File: src/rtl/core/assert_macros.svh
// Assertion macros shared by the RTL.
`ifndef ASSERT_MACROS_SVH
`define ASSERT_MACROS_SVH

`ifndef SYNTH

// Property holds at every clock edge outside reset.
`define ASSERT_ALWAYS(lbl, clk, rst_n, prop) \
    lbl: assert property (@(posedge clk) disable iff (!(rst_n)) (prop)) \
        else $error("%m: assertion failed");

// Consequent holds in the cycle after the antecedent.
`define ASSERT_NEXT(lbl, clk, rst_n, ante, cons) \
    lbl: assert property (@(posedge clk) disable iff (!(rst_n)) (ante) |=> (cons)) \
        else $error("%m: assertion failed");

`else

`define ASSERT_ALWAYS(lbl, clk, rst_n, prop)
`define ASSERT_NEXT(lbl, clk, rst_n, ante, cons)

`endif

`endif

File: src/rtl/core/bsf_pkg.sv
package bsf_pkg;

    typedef enum logic [2:0] {
        ST_IDLE         = 3'd0,
        ST_CONNECT      = 3'd1,
        ST_ACTIVE       = 3'd2,
        ST_OPEN_SENT    = 3'd3,
        ST_OPEN_CONFIRM = 3'd4,
        ST_ESTABLISHED  = 3'd5
    } t_state;

    typedef enum logic [3:0] {
        ACT_IGNORE          = 4'd0,
        ACT_START_CONNECT   = 4'd1,
        ACT_STOP            = 4'd2,
        ACT_STOP_ERROR      = 4'd3,
        ACT_CONNECT_SUCCESS = 4'd4,
        ACT_CONNECT_FAIL    = 4'd5,
        ACT_RECONNECT       = 4'd6,
        ACT_OPEN_RECEIVED   = 4'd7,
        ACT_ESTABLISH       = 4'd8,
        ACT_SEND_KEEPALIVE  = 4'd9,
        ACT_HOLD_EXPIRE     = 4'd10,
        ACT_KEEPALIVE_RX    = 4'd11,
        ACT_UPDATE_RX       = 4'd12
    } t_action;

    typedef enum logic [3:0] {
        CMD_START         = 4'd0,
        CMD_STOP          = 4'd1,
        CMD_TCP_OPEN      = 4'd2,
        CMD_TCP_CLOSED    = 4'd3,
        CMD_OPEN_FAILED   = 4'd4,
        CMD_FATAL         = 4'd5,
        CMD_RETRY_EXP     = 4'd6,
        CMD_HOLD_EXP      = 4'd7,
        CMD_KEEPALIVE_EXP = 4'd8,
        CMD_RX_OPEN       = 4'd9,
        CMD_RX_KEEPALIVE  = 4'd10,
        CMD_RX_UPDATE     = 4'd11,
        CMD_RX_NOTIFY     = 4'd12
    } t_cmd;

    typedef enum logic [1:0] {
        FOLLOW_NONE        = 2'd0,
        FOLLOW_TCP_OPEN    = 2'd1,
        FOLLOW_OPEN_FAILED = 2'd2
    } t_follow;

    localparam logic [1:0] CRES_SUCCESS = 2'd1;
    localparam logic [1:0] CRES_PENDING = 2'd2;

    localparam logic [2:0] CFG_PASSIVE    = 3'd0;
    localparam logic [2:0] CFG_ADMIN      = 3'd1;
    localparam logic [2:0] CFG_ACCEPTING  = 3'd2;
    localparam logic [2:0] CFG_INIT_START = 3'd3;
    localparam logic [2:0] CFG_HOLD       = 3'd4;

    localparam int          CFG_DATA_W     = 16;
    localparam logic [6:0]  RETRY_CAP      = 7'(60 * 2);
    localparam logic [6:0]  INIT_START_RST = 7'd5;
    localparam logic [15:0] HOLD_TIME_RST  = 16'd180;

    typedef struct packed {
        t_action act;
        t_state  nxt;
    } t_cell;

    typedef struct packed {
        t_state     new_state;
        t_action    action;
        t_follow    follow_event;
        logic       send_open;
        logic       start_timer_on;
        logic       connect_timer_on;
        logic       hold_timer_on;
        logic       hold_timer_restart;
        logic       keepalive_timer_on;
        logic       routeadv_timer_on;
        logic [6:0] start_interval;
        logic       aborted;
    } t_result;

    function automatic logic hold_on_in(input t_state st, input logic [15:0] hold_time);
        return (st == ST_OPEN_SENT || st == ST_OPEN_CONFIRM || st == ST_ESTABLISHED)
            && (hold_time != 16'd0);
    endfunction

    // Transition table: next state and action per state and event.
    function automatic t_cell fsm_lookup(input t_state st, input logic [3:0] cmd);
        t_cell c;
        c.act = ACT_IGNORE;
        c.nxt = ST_IDLE;
        if (cmd > CMD_RX_NOTIFY) begin
            c.nxt = st;
        end else begin
            case (st)
                ST_IDLE: begin
                    case (cmd)
                        CMD_START:      c = '{ACT_START_CONNECT, ST_CONNECT};
                        CMD_STOP, CMD_TCP_OPEN, CMD_TCP_CLOSED, CMD_FATAL:
                                        c = '{ACT_STOP, ST_IDLE};
                        default:        c = '{ACT_IGNORE, ST_IDLE};
                    endcase
                end
                ST_CONNECT: begin
                    case (cmd)
                        CMD_START:       c = '{ACT_IGNORE, ST_CONNECT};
                        CMD_STOP, CMD_TCP_CLOSED, CMD_RX_NOTIFY:
                                         c = '{ACT_STOP, ST_IDLE};
                        CMD_TCP_OPEN:    c = '{ACT_CONNECT_SUCCESS, ST_OPEN_SENT};
                        CMD_OPEN_FAILED: c = '{ACT_CONNECT_FAIL, ST_ACTIVE};
                        CMD_FATAL:       c = '{ACT_CONNECT_FAIL, ST_IDLE};
                        CMD_RETRY_EXP:   c = '{ACT_RECONNECT, ST_CONNECT};
                        default:         c = '{ACT_IGNORE, ST_IDLE};
                    endcase
                end
                ST_ACTIVE: begin
                    case (cmd)
                        CMD_START, CMD_OPEN_FAILED:
                                        c = '{ACT_IGNORE, ST_ACTIVE};
                        CMD_STOP, CMD_TCP_CLOSED:
                                        c = '{ACT_STOP, ST_IDLE};
                        CMD_TCP_OPEN:   c = '{ACT_CONNECT_SUCCESS, ST_OPEN_SENT};
                        CMD_RETRY_EXP:  c = '{ACT_START_CONNECT, ST_CONNECT};
                        CMD_RX_NOTIFY:  c = '{ACT_STOP_ERROR, ST_IDLE};
                        default:        c = '{ACT_IGNORE, ST_IDLE};
                    endcase
                end
                ST_OPEN_SENT: begin
                    case (cmd)
                        CMD_START:      c = '{ACT_IGNORE, ST_OPEN_SENT};
                        CMD_STOP, CMD_TCP_OPEN, CMD_FATAL:
                                        c = '{ACT_STOP, ST_IDLE};
                        CMD_TCP_CLOSED: c = '{ACT_STOP, ST_ACTIVE};
                        CMD_HOLD_EXP:   c = '{ACT_HOLD_EXPIRE, ST_IDLE};
                        CMD_RX_OPEN:    c = '{ACT_OPEN_RECEIVED, ST_OPEN_CONFIRM};
                        CMD_RX_NOTIFY:  c = '{ACT_STOP_ERROR, ST_IDLE};
                        default:        c = '{ACT_IGNORE, ST_IDLE};
                    endcase
                end
                ST_OPEN_CONFIRM: begin
                    case (cmd)
                        CMD_START, CMD_KEEPALIVE_EXP:
                                          c = '{ACT_IGNORE, ST_OPEN_CONFIRM};
                        CMD_STOP, CMD_TCP_OPEN, CMD_TCP_CLOSED, CMD_OPEN_FAILED,
                        CMD_FATAL:        c = '{ACT_STOP, ST_IDLE};
                        CMD_HOLD_EXP:     c = '{ACT_HOLD_EXPIRE, ST_IDLE};
                        CMD_RX_KEEPALIVE: c = '{ACT_ESTABLISH, ST_ESTABLISHED};
                        CMD_RX_NOTIFY:    c = '{ACT_STOP_ERROR, ST_IDLE};
                        default:          c = '{ACT_IGNORE, ST_IDLE};
                    endcase
                end
                ST_ESTABLISHED: begin
                    case (cmd)
                        CMD_START:         c = '{ACT_IGNORE, ST_ESTABLISHED};
                        CMD_STOP, CMD_TCP_OPEN, CMD_TCP_CLOSED, CMD_FATAL,
                        CMD_RX_OPEN:       c = '{ACT_STOP, ST_IDLE};
                        CMD_HOLD_EXP:      c = '{ACT_HOLD_EXPIRE, ST_IDLE};
                        CMD_KEEPALIVE_EXP: c = '{ACT_SEND_KEEPALIVE, ST_ESTABLISHED};
                        CMD_RX_KEEPALIVE:  c = '{ACT_KEEPALIVE_RX, ST_ESTABLISHED};
                        CMD_RX_UPDATE:     c = '{ACT_UPDATE_RX, ST_ESTABLISHED};
                        CMD_RX_NOTIFY:     c = '{ACT_STOP_ERROR, ST_IDLE};
                        default:           c = '{ACT_IGNORE, ST_IDLE};
                    endcase
                end
                default: c = '{ACT_IGNORE, ST_IDLE};
            endcase
        end
        return c;
    endfunction

endpackage

File: src/rtl/core/bgp_session_fsm_unit.sv
// BGP session state machine, one session event per transaction.
// Input channel: i_in_valid / o_in_stall with i_cmd, i_connect_result and
// i_socket_valid. Output channel: o_out_valid / i_out_stall with the new
// state, action, follow-up event, timer enables, retry interval and abort.
// Every input transaction yields exactly one output transaction.
// Path: input register, then table lookup and update into the result
// register; o_out_valid rises when the result register is loaded.
// Throughput: one transaction per cycle while i_out_stall is low; the
// session state is updated in the same edge that loads the result
// register, so the next event sees it.
// Config: i_cfg_we / i_cfg_addr / i_cfg_data, write only, applied at once;
// write only while the block is empty.
// Reset (synchronous, i_rst_n low): both stages empty, state Idle, retry
// interval 5, config registers at their reset values.
// Receiver stall: the result register holds; the input register keeps
// accepting until it is full, then o_in_stall rises.
`include "assert_macros.svh"

module bgp_session_fsm_unit (
    input  logic                              i_clk,
    input  logic                              i_rst_n,
    input  logic                              i_cfg_we,
    input  logic [2:0]                        i_cfg_addr,
    input  logic [bsf_pkg::CFG_DATA_W-1:0]    i_cfg_data,
    input  logic                              i_in_valid,
    output logic                              o_in_stall,
    input  logic [3:0]                        i_cmd,
    input  logic [1:0]                        i_connect_result,
    input  logic                              i_socket_valid,
    output logic                              o_out_valid,
    input  logic                              i_out_stall,
    output logic [2:0]                        o_new_state,
    output logic [3:0]                        o_action,
    output logic [1:0]                        o_follow_event,
    output logic                              o_send_open,
    output logic                              o_start_timer_on,
    output logic                              o_connect_timer_on,
    output logic                              o_hold_timer_on,
    output logic                              o_hold_timer_restart,
    output logic                              o_keepalive_timer_on,
    output logic                              o_routeadv_timer_on,
    output logic [6:0]                        o_start_interval,
    output logic                              o_aborted
);

    logic        r_passive;
    logic        r_admin;
    logic        r_accepting;
    logic [6:0]  r_init_start;
    logic [15:0] r_hold_time;

    logic        r_in_valid;
    logic [3:0]  r_in_cmd;
    logic [1:0]  r_in_cres;
    logic        r_in_sock;

    bsf_pkg::t_state  r_state;
    bsf_pkg::t_state  n_state;
    logic [6:0]       r_retry;
    logic [6:0]       n_retry;
    logic             r_routeadv;
    logic             n_routeadv;

    logic             r_out_valid;
    bsf_pkg::t_result r_res;
    bsf_pkg::t_result n_res;

    bsf_pkg::t_cell   entry;
    bsf_pkg::t_follow follow;
    logic             send_open;
    logic             abort_ev;
    logic [7:0]       retry_dbl;
    logic             before_hold;
    logic             hold_on;

    logic out_free;
    logic fire;
    logic in_free;

    assign out_free   = !r_out_valid || !i_out_stall;
    assign fire       = r_in_valid && out_free;
    assign in_free    = !r_in_valid || fire;
    assign o_in_stall = !in_free;

    // Configuration registers; keepalive time drives no output and is not kept.
    always_ff @(posedge i_clk) begin
        if (!i_rst_n) begin
            r_passive    <= 1'b0;
            r_admin      <= 1'b1;
            r_accepting  <= 1'b0;
            r_init_start <= bsf_pkg::INIT_START_RST;
            r_hold_time  <= bsf_pkg::HOLD_TIME_RST;
        end else if (i_cfg_we) begin
            case (i_cfg_addr)
                bsf_pkg::CFG_PASSIVE:    r_passive    <= i_cfg_data[0];
                bsf_pkg::CFG_ADMIN:      r_admin      <= i_cfg_data[0];
                bsf_pkg::CFG_ACCEPTING:  r_accepting  <= i_cfg_data[0];
                bsf_pkg::CFG_INIT_START: r_init_start <= i_cfg_data[6:0];
                bsf_pkg::CFG_HOLD:       r_hold_time  <= i_cfg_data[15:0];
                default: ;
            endcase
        end
    end

    // Input register
    always_ff @(posedge i_clk) begin
        if (!i_rst_n) begin
            r_in_valid <= 1'b0;
        end else if (in_free) begin
            r_in_valid <= i_in_valid;
        end
    end

    always_ff @(posedge i_clk) begin
        if (in_free && i_in_valid) begin
            r_in_cmd  <= i_cmd;
            r_in_cres <= i_connect_result;
            r_in_sock <= i_socket_valid;
        end
    end

    // Next state, action and session variables
    always_comb begin
        entry     = bsf_pkg::fsm_lookup(r_state, r_in_cmd);
        follow    = bsf_pkg::FOLLOW_NONE;
        send_open = 1'b0;
        abort_ev  = 1'b0;
        n_retry   = r_retry;
        retry_dbl = {r_retry, 1'b0};
        case (entry.act)
            bsf_pkg::ACT_START_CONNECT, bsf_pkg::ACT_RECONNECT: begin
                if (r_passive) begin
                    follow = bsf_pkg::FOLLOW_OPEN_FAILED;
                end else if (r_in_cres == bsf_pkg::CRES_SUCCESS) begin
                    follow = bsf_pkg::FOLLOW_TCP_OPEN;
                end else if (r_in_cres == bsf_pkg::CRES_PENDING) begin
                    abort_ev = !r_in_sock && (entry.act == bsf_pkg::ACT_START_CONNECT);
                end else begin
                    follow = bsf_pkg::FOLLOW_OPEN_FAILED;
                end
            end
            bsf_pkg::ACT_STOP_ERROR: begin
                n_retry = (retry_dbl >= {1'b0, bsf_pkg::RETRY_CAP}) ?
                          bsf_pkg::RETRY_CAP : retry_dbl[6:0];
            end
            bsf_pkg::ACT_CONNECT_SUCCESS: begin
                abort_ev  = !r_in_sock;
                send_open = r_in_sock && !r_accepting;
            end
            bsf_pkg::ACT_ESTABLISH: begin
                n_retry = r_init_start;
            end
            bsf_pkg::ACT_HOLD_EXPIRE: begin
                abort_ev = r_accepting;
            end
            default: ;
        endcase

        if (abort_ev) begin
            n_state    = r_state;
            follow     = bsf_pkg::FOLLOW_NONE;
            send_open  = 1'b0;
            n_routeadv = r_routeadv;
        end else begin
            n_state = entry.nxt;
            if (entry.nxt != bsf_pkg::ST_ESTABLISHED) begin
                n_routeadv = 1'b0;
            end else if (entry.act == bsf_pkg::ACT_ESTABLISH) begin
                n_routeadv = 1'b1;
            end else begin
                n_routeadv = r_routeadv;
            end
        end
    end

    // Result fields
    always_comb begin
        before_hold = bsf_pkg::hold_on_in(r_state, r_hold_time);
        hold_on     = bsf_pkg::hold_on_in(n_state, r_hold_time);

        n_res.new_state          = n_state;
        n_res.action             = entry.act;
        n_res.follow_event       = follow;
        n_res.send_open          = send_open;
        n_res.start_timer_on     = (n_state == bsf_pkg::ST_IDLE) && r_admin;
        n_res.connect_timer_on   = (n_state == bsf_pkg::ST_CONNECT) ||
                                   ((n_state == bsf_pkg::ST_ACTIVE) && !r_passive);
        n_res.hold_timer_on      = hold_on;
        n_res.hold_timer_restart = !abort_ev && hold_on &&
                                   (!before_hold ||
                                    entry.act == bsf_pkg::ACT_OPEN_RECEIVED ||
                                    entry.act == bsf_pkg::ACT_KEEPALIVE_RX ||
                                    entry.act == bsf_pkg::ACT_UPDATE_RX);
        n_res.keepalive_timer_on = ((n_state == bsf_pkg::ST_OPEN_CONFIRM) ||
                                    (n_state == bsf_pkg::ST_ESTABLISHED)) &&
                                   (r_hold_time != 16'd0);
        n_res.routeadv_timer_on  = n_routeadv;
        n_res.start_interval     = n_retry;
        n_res.aborted            = abort_ev;
    end

    always_ff @(posedge i_clk) begin
        if (!i_rst_n) begin
            r_state    <= bsf_pkg::ST_IDLE;
            r_retry    <= bsf_pkg::INIT_START_RST;
            r_routeadv <= 1'b0;
        end else if (fire) begin
            r_state    <= n_state;
            r_retry    <= n_retry;
            r_routeadv <= n_routeadv;
        end
    end

    // Result register
    always_ff @(posedge i_clk) begin
        if (!i_rst_n) begin
            r_out_valid <= 1'b0;
        end else if (out_free) begin
            r_out_valid <= fire;
        end
    end

    always_ff @(posedge i_clk) begin
        if (fire) begin
            r_res <= n_res;
        end
    end

    assign o_out_valid          = r_out_valid;
    assign o_new_state          = r_res.new_state;
    assign o_action             = r_res.action;
    assign o_follow_event       = r_res.follow_event;
    assign o_send_open          = r_res.send_open;
    assign o_start_timer_on     = r_res.start_timer_on;
    assign o_connect_timer_on   = r_res.connect_timer_on;
    assign o_hold_timer_on      = r_res.hold_timer_on;
    assign o_hold_timer_restart = r_res.hold_timer_restart;
    assign o_keepalive_timer_on = r_res.keepalive_timer_on;
    assign o_routeadv_timer_on  = r_res.routeadv_timer_on;
    assign o_start_interval     = r_res.start_interval;
    assign o_aborted            = r_res.aborted;

    `ASSERT_ALWAYS(a_routeadv_only_est, i_clk, i_rst_n, !r_routeadv || (r_state == bsf_pkg::ST_ESTABLISHED))
    `ASSERT_NEXT(a_abort_keeps_state, i_clk, i_rst_n, fire && abort_ev, $stable(r_state))
    `ASSERT_NEXT(a_state_moves_on_fire, i_clk, i_rst_n, !fire, $stable(r_state) && $stable(r_retry))
    `ASSERT_NEXT(a_in_item_held, i_clk, i_rst_n, r_in_valid && !fire, r_in_valid)

endmodule
File: config.mk
export PLATFORM = sky130hd
export DESIGN_NAME = bgp_session_fsm_unit
export DESIGN_NICKNAME = d
export VERILOG_FILES = /design/src/rtl/core/bsf_pkg.sv /design/src/rtl/core/bgp_session_fsm_unit.sv
export VERILOG_INCLUDE_DIRS = /design/src /design/src/rtl/core
export SDC_FILE = /design/constraint.sdc
export NUM_CORES = 1
export LEC_CHECK = 0
export BUFFER_PORTS_ARGS = -buffer_cell sky130_fd_sc_hd__buf_2
export CAP_MARGIN = 20
export CORE_MARGIN = 5
export CORE_UTILIZATION = 55
export CTS_CLUSTER_SIZE = 28
export DETAILED_ROUTE_END_ITERATION = 10
export PLACE_DENSITY = 0.77
export SLEW_MARGIN = 15
export SYNTH_ARGS = -nofsm -noshare
export SYNTH_HDL_FRONTEND = slang
export SYNTH_SLANG_ARGS = --single-unit
File: constraint.sdc
create_clock -name i_clk -period 7.6 [get_ports i_clk]
set_clock_uncertainty 0.2 [all_clocks]
set_input_delay 1.52 -clock i_clk [delete_from_list [all_inputs] [get_ports i_clk]]
set_output_delay 1.52 -clock i_clk [all_outputs]
set_load 0.02 [all_outputs]
Yosys cells after proc, flatten, opt, wreduce, memory -nomap -nowiden

Memory sizes are Yosys's and may differ from the RTL's. A register that Yosys moved wholly into a read port is not among the register bits.
Index checks and enable logic that the tools add are counted.
Widths: inputs -> output; s select.

Order comparisons: 2
Equal/unequal tests: 33
Mux-type cells: 22
Bitwise logic cells: 2
Reductions and logical operators: 48

Operators by type and width:

| cell               | count |
|---|---|
| $pmux 7 s6         | 1 |
| $pmux 6 s5         | 1 |
| $eq 4x3->1 const B | 6 |
| $eq 4x4->1 const B | 5 |
| $mux 4             | 5 |
| $eq 3x2->1 const B | 6 |
| $reduce_bool 16->1 | 1 |
| $eq 3x3->1 const B | 5 |
| $pmux 7 s2         | 1 |
| $eq 4x2->1 const B | 3 |
| $logic_and 1x1->1  | 11 |
| $logic_or 1x1->1   | 11 |
| $pmux 5 s2         | 1 |
| $reduce_and 2->1   | 5 |
| $reduce_or 2->1    | 5 |
| $eq 3x1->1 const B | 3 |
| $logic_not 1->1    | 9 |
| $logic_not 3->1    | 3 |
| $eq 4x1->1 const B | 2 |
| $ge 8x7->1 const B | 1 |
| $mux 7             | 1 |
| $mux 1             | 6 |
| $mux 2             | 3 |
| $mux 3             | 2 |
| 9 further kinds    | 10 |

Bits in registers: 70
Memory bits (read-only): 368
Input bits: 31
Word-level logic and storage cells: 137
Memories: 4

Memories:

| memory          | words | bits a word | rd ports | clocked after memory_dff | write ports | RTL line       | RTL |
|---|---|---|---|---|---|---|---|
| (no name shown) | 16    | 7           | 1        | 1                        | 0           | bsf_pkg.sv:131 | `case (cmd)` |
| (no name shown) | 16    | 6           | 1        | 1                        | 0           | bsf_pkg.sv:155 | `case (cmd)` |
| (no name shown) | 16    | 5           | 1        | 1                        | 0           | bsf_pkg.sv:107 | `case (cmd)` |
| (no name shown) | 16    | 5           | 1        | 1                        | 0           | bsf_pkg.sv:143 | `case (cmd)` |

Depth between registers and ports, before layout

Word-level depth: 18
Gate-level depth with buffers: 10

Worst setup path after synthesis

No wires, ideal clock.

Path kind: input port to flip-flop
Start point: in i_out_stall
End point: reg with a tool-made name
Library setup time: 0.120 ns
Data arrival time: 3.494 ns
Data required time: 7.280 ns
Path slack: 3.786 ns
Cell stages on the path: 9
Cells stage by stage: and3_1 -> nand2b_1 -> clkbuf_1 -> mux2i_1 -> inv_1 -> ha_1 -> nand3_1 -> inv_1 -> or2_1

RTL lines:

| what        | RTL line                   | RTL |
|---|---|---|
| from (decl) | bgp_session_fsm_unit.sv:31 | `input logic i_out_stall,` |

Worst setup path after layout

Start point: in i_out_stall
End point: out o_in_stall

Word-level cells in the longest chain between the ends: 5

Ends and longest elaborated chain:

| what              | RTL line                   | RTL |
|---|---|---|
| $logic_not 1->1   | bgp_session_fsm_unit.sv:80 | `assign out_free = !r_out_valid \|\| !i_out_stall;` |
| $logic_or 1x1->1  | bgp_session_fsm_unit.sv:80 |  |
| $logic_and 1x1->1 | bgp_session_fsm_unit.sv:81 | `assign fire = r_in_valid && out_free;` |
| $logic_or 1x1->1  | bgp_session_fsm_unit.sv:82 | `assign in_free = !r_in_valid \|\| fire;` |
| $logic_not 1->1   | bgp_session_fsm_unit.sv:83 | `assign o_in_stall = !in_free;` |
| to (decl)         | bgp_session_fsm_unit.sv:26 | `output logic o_in_stall,` |

Every way passes these cells.

==> results by group <==
Clock network
  – Clock Pin Slew Worst Setup and Hold Paths: 0.09 ns
  – Hold buffer count at cts: 0
  – Post-CTS Setup Bufs: 0
  – Buffer depth of the longest clock path: 2
  – Total CTS buffers: 9
  – CTS tree: done
  – CTS-repair resized insts: 0
  – Root buf cell: clkbuf_8
  – CTS Sinks: between 90 and 100
  – CTS H-tree lvls: 3
  – Worst-Skew Late Latency: roughly 0.35 ns

Logic synthesis
  – Number of synthesized flops with an enable pin: 31
  – Cells after synthesis: about 430
  – Multiplexer share of the synthesized area: between 4 and 5%
  – Sequential area share after synthesis: between 50% and 60%
  – Asr flop ratio synth: 0%
  – Synth Area in Compound Gates: 16.0%
  – Top-count cell post-synth: nand2_1
  – Post-synth cell types: 66
  – Largest family of logic cells by synthesized area: simple AND/OR/NAND/NOR gates
  – Adder-cell share of the synthesized area: between 2 and 2.5%
  – Top cells by count, synth: nand2_1 (82), dfxtp_1 (60), a21oi_1 (36), edfxtp_1 (31), nor2_1 (23)
  – Main synth FF type: dfxtp_1
  – Dominant cell type by area after synthesis: dfxtp_1
  – Synth Register Bits: 91
  – Synth Area in XOR/XNOR: less than 1%
  – Yosys warnings: 0
  – Syn_nets: around 470
  – Largest cells by area after synthesis: dfxtp_1 (29%), edfxtp_1 (22%), nand2_1 (7.4%)
  – Netlist Area Pre-Place: approximately 4200 um2
  – Post-synthesis simple-gate area fraction: about 22%
  – Top-area cell type share of the netlist area: 28.8%
  – Syn Area/Cell: approximately 10 um2

Place
  – Post-DP HPWL: around 6000 um
  – IO buf count: 56
  – Placer Congestion: around 0.87

Die
  – I/O Pins: 57
  – Starting density of the core: ~57%
  – Height of the die: around 97 um
  – Die area: approximately 9400 um2
  – Die W: approximately 97 um
  – # rows: 31
  – Core area: ~7300 um2

Hold path
  – Hold crit path type: reg -> reg

Critical path
  – CP most frequent cell: buf_2
  – Critical Path RT: just under 6 ns
  – Worst path cell trace: buf_2 -> and3_1 -> buf_2
  – CP Class: in -> out
  – Crit path DAT: roughly 2 ns
  – Worst setup SP type: input pin
  – CP max stage delay: between 0.15 and 0.2 ns
  – Crit Path Max Fanout: 3
  – Crit end category: output port
  – Highest-delay cell along the critical path: and3_1

Routing
  – Wire length on met1: 3840 um
  – Drc violations: 0
  – Via Count: ~3300
  – WL/cell: 14.5 um
  – DRT antenna net count: 0
  – First-pass DRT Iterations: 5
  – Routed wl met3: just over 500 um
  – Met2 Wirelength: slightly below 4000 um
  – Via density per instance: between 5 and 6
  – Highest routed layer: met4
  – Initial drt markers: about 160
  – DRT Wirelength: between 8000 and 9000 um

Global routing
  – Vias in the first global route: 3024
  – Largest net degree at the start of global routing: 27
  – Total GRT Usage: between 10% and 20%
  – First-pass GRT wire length: 14400 um
  – Initial antenna violation count: 0
  – Grt ovf: 0

Power
  – VDD IR max: between 0.0001 and 0.00015 V
  – Internal power: between 0.7 and 0.8 mW
  – Switching Share: 26.1%
  – Clock share of power: between 30% and 40%
  – Leak: around 1.9 nW
  – Sequential share of power: 55.4%
  – Comb pwr share: about 12%
  – Switching pwr: about 0.26 mW
  – Pwr Density: about 210 nW/um2

Finish
  – Inserted Diodes: 0
  – Multi-input logic area: around 1900 um2
  – Final net count: between 500 and 600
  – Fillers: 607
  – Ratio of cells with drive above 1 in the final layout: around 18%
  – Register area: around 2100 um2
  – Area growth, synth to finish: 12.7%

Flow run
  – Number of max-cap violations: 0

Timing
  – Unrepaired setup endpoints after global routing: false
  – Fin Setup TNS: 0 ns
  – Worst-Margin Slew: around 0.87 ns
  – Hold Slack: 0.262 ns
  – Crit path time final: approximately 3.7 ns
  – Max Fclk: 270 MHz
  – Slew HR: about two fifths
  – Period Utilization, post-route: 48.8%
  – Fin. Hold Viols: 0
  – Setup violators final: 0
  – Fin. max-slew vios: 0

Run status
  – Status: finished clean
-- cells by family after synthesis --
kind of cell,after synthesis
buf+inv,34
fa+ha+maj,8
flops,91
xor+xnor,1
mux,18
compound gates,95
simple gates,181
-- stage by stage --
stage          instances  area (um2)  util, %  total power [mW]  worst slack, ns
6_report             579        4690     64.0             0.986             3.89
5_1_grt              579        4690     64.0              1.03             3.77
4_1_cts              579        4690     64.0             0.992             3.89
3_5_place_dp         563        4500     61.3             0.670             3.66
3_3_place_gp         562        4470     60.9             0.665             3.77
2_1_floorplan        428        4170        -             0.634             3.79
-- power by group through the flow --
stage	clock (mW)	combinational (mW)	sequential (mW)
after detailed placement	0	0.113	0.557
final	0.326	0.114	0.546
after global placement	0	0.108	0.556
after floorplan	0	0.0767	0.558
after CTS	0.332	0.114	0.546
after global routing	0.352	0.128	0.550
-- layout by cell type, fill, tap and decap left out, drive strengths merged, types with 14 or more instances in the layout --
cell type	instances
nand3	15
buf	57
dfxtp	60
nand2	82
a21oi	37
o21ai	15
edfxtp	31
nor2	24
mux2i	14
inv	14
-- cell type report --
| type | instances | share of cell area, % |
|---|---|---|
| inverter | 13 | 1.04 |
| timing repair buffer | 57 | 6.56 |
| tap | 99 | 2.64 |
| clock buffer | 10 | 2.72 |
| sequential | 91 | 45.4 |
| multi-input combinational | 303 | 40.1 |
| clock inverter | 6 | 1.52 |
-- worst paths after layout --
check	startpoint	to	slack, ns	depth (start not counted)
worst max-delay path	i_out_stall	o_in_stall	3.89	3
worst min-delay path	r_hold_time[14]$_SDFFE_PN0P_	r_hold_time[14]$_SDFFE_PN0P_	0.26	2
worst max register to register	r_state[2]$_SDFFE_PN0P_	o_start_timer_on$_DFFE_PP_	4.05	7
worst min register to register	r_hold_time[14]$_SDFFE_PN0P_	r_hold_time[14]$_SDFFE_PN0P_	0.26	2
-- routing by layer --
metal / GRT usage [%] / vias to the layer above
met5: 0 / -
met4: 6.59 / 0
met3: 3.09 / 10
met2: 28.7 / 113
met1: 25.1 / 1493
li1: - / 1636
-- worst max-delay path: cells and delay by family --
| kind | cells | cell delay (ns) |
|---|---|---|
| buffers and inverters | 2 | 0.27 |
| AND/OR/NAND/NOR | 1 | 0.19 |
Note: power is estimated with default switching activity, not from simulation.
